**src/hw/rtl/multichannel_strided_conv2d_macros.svh**
```systemverilog
// Assertion macros shared by the convolution block.
`ifndef MULTICHANNEL_STRIDED_CONV2D_MACROS_SVH
`define MULTICHANNEL_STRIDED_CONV2D_MACROS_SVH

// Same-cycle implication, sampled on clk, off during rst.
`define MSCONV_ASSERT_IMP(lbl, ante, cons) \
  lbl: assert property (@(posedge clk) disable iff (rst) (ante) |-> (cons)) \
    else $error("same-cycle implication failed");

// Next-cycle implication, sampled on clk, off during rst.
`define MSCONV_ASSERT_NXT(lbl, ante, cons) \
  lbl: assert property (@(posedge clk) disable iff (rst) (ante) |=> (cons)) \
    else $error("next-cycle implication failed");

`endif

```
**src/hw/rtl/msconv_pkg.sv**
```systemverilog
// Shared types and constants of the convolution block.
`default_nettype none
package msconv_pkg;

  localparam int DEF_MAX_WIDTH    = 256;
  localparam int DEF_MAX_CHANNELS = 4;
  localparam int DEF_MAX_FILTERS  = 8;
  localparam int DEF_MAX_KERNEL   = 5;

  localparam int MAX_HEIGHT = 4096;
  localparam int DIV_STEPS  = 12;

  localparam logic [2:0] REG_IMAGE_WIDTH   = 3'd0;
  localparam logic [2:0] REG_IMAGE_HEIGHT  = 3'd1;
  localparam logic [2:0] REG_CHANNEL_COUNT = 3'd2;
  localparam logic [2:0] REG_FILTER_COUNT  = 3'd3;
  localparam logic [2:0] REG_KERNEL_SIZE   = 3'd4;
  localparam logic [2:0] REG_STRIDE        = 3'd5;

  localparam logic OP_WEIGHT = 1'b0;
  localparam logic OP_PIXEL  = 1'b1;

  typedef enum logic [2:0] {
    ST_IDLE,
    ST_DIVIDE,
    ST_CHECK,
    ST_MAC,
    ST_DRAIN,
    ST_EMIT
  } state_t;

  typedef struct packed {
    logic div_step;
    logic start;
    logic first;
    logic issue;
  } cmd_t;

  typedef struct packed {
    logic window_accept;
    logic div_done;
    logic aligned;
    logic issue_last;
    logic acc_done;
    logic last_filter;
  } status_t;

endpackage
`default_nettype wire

```
**src/hw/rtl/msconv_ctrl.sv**
```systemverilog
// Controller state machine of the convolution block.
`default_nettype none
module msconv_ctrl (
  input  wire logic                clk,
  input  wire logic                rst,
  input  wire msconv_pkg::status_t status,
  input  wire logic                out_stall,
  output      msconv_pkg::cmd_t    cmd,
  output      logic                in_stall,
  output      logic                out_valid
);
  msconv_pkg::state_t state, state_next;

  always_ff @(posedge clk) begin
    if (rst) begin
      state <= msconv_pkg::ST_IDLE;
    end else begin
      state <= state_next;
    end
  end

  always_comb begin
    state_next = state;
    cmd        = '0;
    in_stall   = 1'b1;
    out_valid  = 1'b0;
    case (state)
      msconv_pkg::ST_IDLE: begin
        in_stall = 1'b0;
        if (status.window_accept) begin
          state_next = msconv_pkg::ST_DIVIDE;
        end
      end
      msconv_pkg::ST_DIVIDE: begin
        cmd.div_step = 1'b1;
        if (status.div_done) begin
          state_next = msconv_pkg::ST_CHECK;
        end
      end
      msconv_pkg::ST_CHECK: begin
        if (status.aligned) begin
          cmd.start  = 1'b1;
          cmd.first  = 1'b1;
          state_next = msconv_pkg::ST_MAC;
        end else begin
          state_next = msconv_pkg::ST_IDLE;
        end
      end
      msconv_pkg::ST_MAC: begin
        cmd.issue = 1'b1;
        if (status.issue_last) begin
          state_next = msconv_pkg::ST_DRAIN;
        end
      end
      msconv_pkg::ST_DRAIN: begin
        if (status.acc_done) begin
          state_next = msconv_pkg::ST_EMIT;
        end
      end
      msconv_pkg::ST_EMIT: begin
        out_valid = 1'b1;
        if (!out_stall) begin
          if (status.last_filter) begin
            state_next = msconv_pkg::ST_IDLE;
          end else begin
            cmd.start  = 1'b1;
            state_next = msconv_pkg::ST_MAC;
          end
        end
      end
      default: state_next = msconv_pkg::ST_IDLE;
    endcase
  end
endmodule
`default_nettype wire

```
**config.mk**
```make
export PLATFORM = sky130hd
export DESIGN_NAME = msconv_ctrl
export DESIGN_NICKNAME = d
export VERILOG_FILES = /design/src/hw/rtl/multichannel_strided_conv2d_macros.svh /design/src/hw/rtl/msconv_pkg.sv /design/src/hw/rtl/msconv_ctrl.sv
export SDC_FILE = /design/constraint.sdc
export NUM_CORES = 1
export LEC_CHECK = 0
export BUFFER_PORTS_ARGS = -buffer_cell sky130_fd_sc_hd__buf_2
export CORE_AREA = 4 4 41 43
export CTS_BUF_LIST = sky130_fd_sc_hd__clkbuf_8
export DETAILED_ROUTE_END_ITERATION = 10
export DIE_AREA = 0 0 45 47
export GPL_ROUTABILITY_DRIVEN = 0
export PLACE_DENSITY = 0.45
export RECOVER_POWER = 50
export SYNTH_ARGS = -nofsm -noshare
export SYNTH_HDL_FRONTEND = slang
export SYNTH_SLANG_ARGS = --single-unit
```
**constraint.sdc**
```tcl
create_clock -name clk -period 1.45 [get_ports clk]
set_clock_uncertainty 0.1 [all_clocks]
set_input_delay 0.145 -clock clk [delete_from_list [all_inputs] [get_ports clk]]
set_output_delay 0.145 -clock clk [all_outputs]
set_load 0.02 [all_outputs]
```
==> results.md <==
Synthesis:
- The number of synthesized register bits is 3.
- Yosys mapped a number of flops with a built-in enable equal to 0.
- The number of nets in the synthesized netlist is 44.
- The library cell occupying the most area in the post-synthesis netlist is sky130_fd_sc_hd__dfxtp_1.
- The most used flip-flop cell after synthesis is sky130_fd_sc_hd__dfxtp_1.
- The count of yosys warnings during synthesis is 0.
- Sorting the synthesized cells by how often they occur yields sky130_fd_sc_hd__nand2b_1, sky130_fd_sc_hd__a21oi_1, sky130_fd_sc_hd__dfxtp_1, sky130_fd_sc_hd__inv_1, sky130_fd_sc_hd__nor2_1.
- For this run, the register share of the synthesized area comes to 0.231.
- The share of synthesized registers carrying an async set or reset is 0.
- The most repeated cell in the gate-level netlist after synthesis is sky130_fd_sc_hd__nand2b_1.
- The share of synthesized area in the top cell type comes to 0.231.
- The synthesized area is 260 sq um.
- After synthesis, the cell types taking the most area are sky130_fd_sc_hd__dfxtp_1, sky130_fd_sc_hd__nand2b_1, sky130_fd_sc_hd__a21oi_1.
- The mean post-synth cell area is 7.44 sq um.
- After technology mapping, the gate count stands at 35.
- In this run, distinct cell masters in the synthesized netlist total 23.

Critical path:
- The highest fanout seen on the critical path is 6.
- The startpoint-to-endpoint class of the critical path is flip-flop to output port.
- The worst setup path is launched from a flip-flop.
- STA puts the critical path data required time at 1210 ps.
- Tracing the worst setup path back leads to its startpoint at state[1].
- The nature of the critical path endpoint is an output port.
- The origin of the critical flop-to-flop path is state[2].
- The data arrival time of the critical path is 1150 ps.

Global route:
- The number of global-route vias before repair is 300.
- Entering global routing, the biggest net connects 9 pins.
- The global-route usage over all layers is 0.0837.
- The overall overflow remaining after global route is 0.
- The number of antenna violations at the first check in global routing is 0.
- The global-route wire length before repair is 1270 microns.

STA:
- Setup repair after global routing could not meet its margin everywhere.
- The max-slew violation total from the final report is 0.
- The slew at the pin closest to its max-slew limit is 240 ps.
- Setup violations remaining at the end of the flow were counted as 0.
- The achievable frequency is 714 MHz.
- Hold is met by 24.3 ps.
- In the finished design, the share of the clock period the worst path needs comes to 0.965.
- Measured against its own limit, the worst slew margin works out to 0.839.
- The count of endpoints failing hold in the final timing report was 0.
- The worst path needs 1400 ps of the cycle, external delays included.

Die:
- The count of pins on the block boundary is 15.
- From left edge to right edge, the die measures 45 microns.
- The die is 47 microns tall.
- The region available for standard cell placement spans 0.00130 sq mm.
- The die footprint is 0.00212 sq mm.
- The number of rows in the core area is 13.
- The effective utilization at floorplan is 0.200.

Layout:
- The largest registers in the layout are state (3).
- The number of filler cells placed in the layout is 152.
- The net count of the finished layout is 65.
- The total area of multi-input combinational cells is 190 sq um.
- The area growth from synthesis to layout is 66.8%.
- The flip-flop count of the largest register after layout is 3.
- The finished layout holds 70 standard cells, fillers aside.
- 0 antenna diodes ended up in the layout.
- In the final layout, the share of cells above drive strength 1 is 0.509.
- The largest register by flop count is state.
- The sequential cell area in the final layout is 66.3 sq um.

Outcome:
- The flow ran to the end, and the final reports show no timing, DRC or antenna violations.

Place:
- The count of buffers inserted at the top-level ports is 14.
- Once detailed placement completed, the half-perimeter wirelength came to 635 microns.
- The number of placed instances, taps included, is 65.

Route:
- In the routed layout, each cell is associated on average with a via count of 4.66.
- The number of nets with antenna violations after routing is 0.
- The number of iterations in the first detailed-routing pass is 4.
- The overall via count from detail_route is 326.
- The remaining routing DRC violations is 0.
- In the final routed layout, each cell accounts on average for 11.4 microns.
- After the first detailed-routing iteration, the DRC count stood at 13.
- The total detailed-routing wirelength is 796 microns.

Power:
- The power density over the cells is 1010 mW/mm^2.
- Summed over all cells, the static leakage comes to 0.217 nW.
- The worst voltage drop across the vdd grid is 0.000475 V.

CTS:
- Counting along the longest clock path gives a buffer depth of 2.
- TritonCTS built the clock tree.
- The clock root buffer is sky130_fd_sc_hd__clkbuf_8.
- The hold-fix buffer count after cts is 0.
- The number of levels the H-tree was split into is 1.
- After clock tree synthesis, the clock-pin slew on the worst setup and hold paths is 30 ps.
- The clock reaches the later pin of the worst-skew pair after 210 ps.
- The CTS buffer count is 3.
- The clock sink total is 3.

Run:
- The number of max-cap violations is 0.

Worst hold path:
- The startpoint identified for the worst hold timing path is rst.
- The min-delay analysis places its worst path in the category input pin to flip-flop.
-- cells in the final DEF, fill, tap and decap left out, drive strengths merged, types with 2 or more instances in the layout --
master	synthesis	final
buf	2	18
inv	3	4
nand2b	4	4
nor2	3	3
a21oi	3	3
clkbuf	0	3
dfxtp	3	3
nor2b	2	2
nand2	2	2
-- area by class of cell --
type                    instances  share of cell area
clock buffers                   3              0.0951
clock inverters                 1             0.00865
inverters                       3              0.0259
multi-input cells              27               0.438
flip-flops and latches          3               0.153
well taps                      15              0.0432
repair buffers                 18               0.236
-- stage by stage --
step | instance area [sq um] | setup TNS (ps) | util | setup slack, ps | power (mW)
5_1_grt | 434 | -34.0 | 0.334 | -34.0 | 0.463
3_3_place_gp | 358 | 0 | 0.275 | 49.5 | 0.205
2_1_floorplan | 265 | 0 | - | 125 | 0.170
4_1_cts | 430 | 0 | 0.331 | 9.75 | 0.443
6_report | 434 | 0 | 0.334 | 50.1 | 0.438
3_5_place_dp | 358 | 0 | 0.275 | 74.6 | 0.204
-- metal layers --
layer  up-vias  share of wire  GRT usage
li1        165              -          -
met5         -              0          0
met4         0              0     0.0175
met3         0           0.11     0.0460
met2        24           0.41      0.124
met1       137           0.48      0.107
-- path summary, 6_finish.rpt --
check,depth (start not counted),slack (ps),to
max,4,50,cmd[2]
min,2,20,state[2]
max reg2reg,4,180,state[0]
min reg2reg,2,520,state[2]
-- worst max-delay path: stages (launching register included) --
cell                      delay [ps]
sky130_fd_sc_hd__dfxtp_4         370
sky130_fd_sc_hd__nor2b_4         160
sky130_fd_sc_hd__nand3_1         140
sky130_fd_sc_hd__o31ai_2          90
sky130_fd_sc_hd__buf_4           170
-- repair_timing --
item,4_1_cts,5_1_grt
buffers inserted,1,0
gates resized for setup,7,2
endpoints found under the setup margin,3,3
-- where the power goes --
part | switching [mW] | total [mW] | internal (mW) | leakage [nW]
Combinational | 0.0555 | 0.106 | 0.0507 | 0.164
Sequential | 0.0126 | 0.103 | 0.0900 | 0.0261
Clock | 0.0496 | 0.229 | 0.180 | 0.0269
Total | 0.118 | 0.438 | 0.320 | 0.217
-- kinds of logic (layout without fill, tap and decap cells) --
logic type / count (synthesis) / count (layout) / synth area share
and+or+nand+nor: 16 / 16 / 0.341
AOI/OAI and AO/OA: 10 / 10 / 0.274
buffers and inverters: 5 / 25 / 0.115
DFF: 3 / 3 / 0.231
muxes: 1 / 1 / 0.0385
No activity file was read; power rests on OpenSTA's default activity.
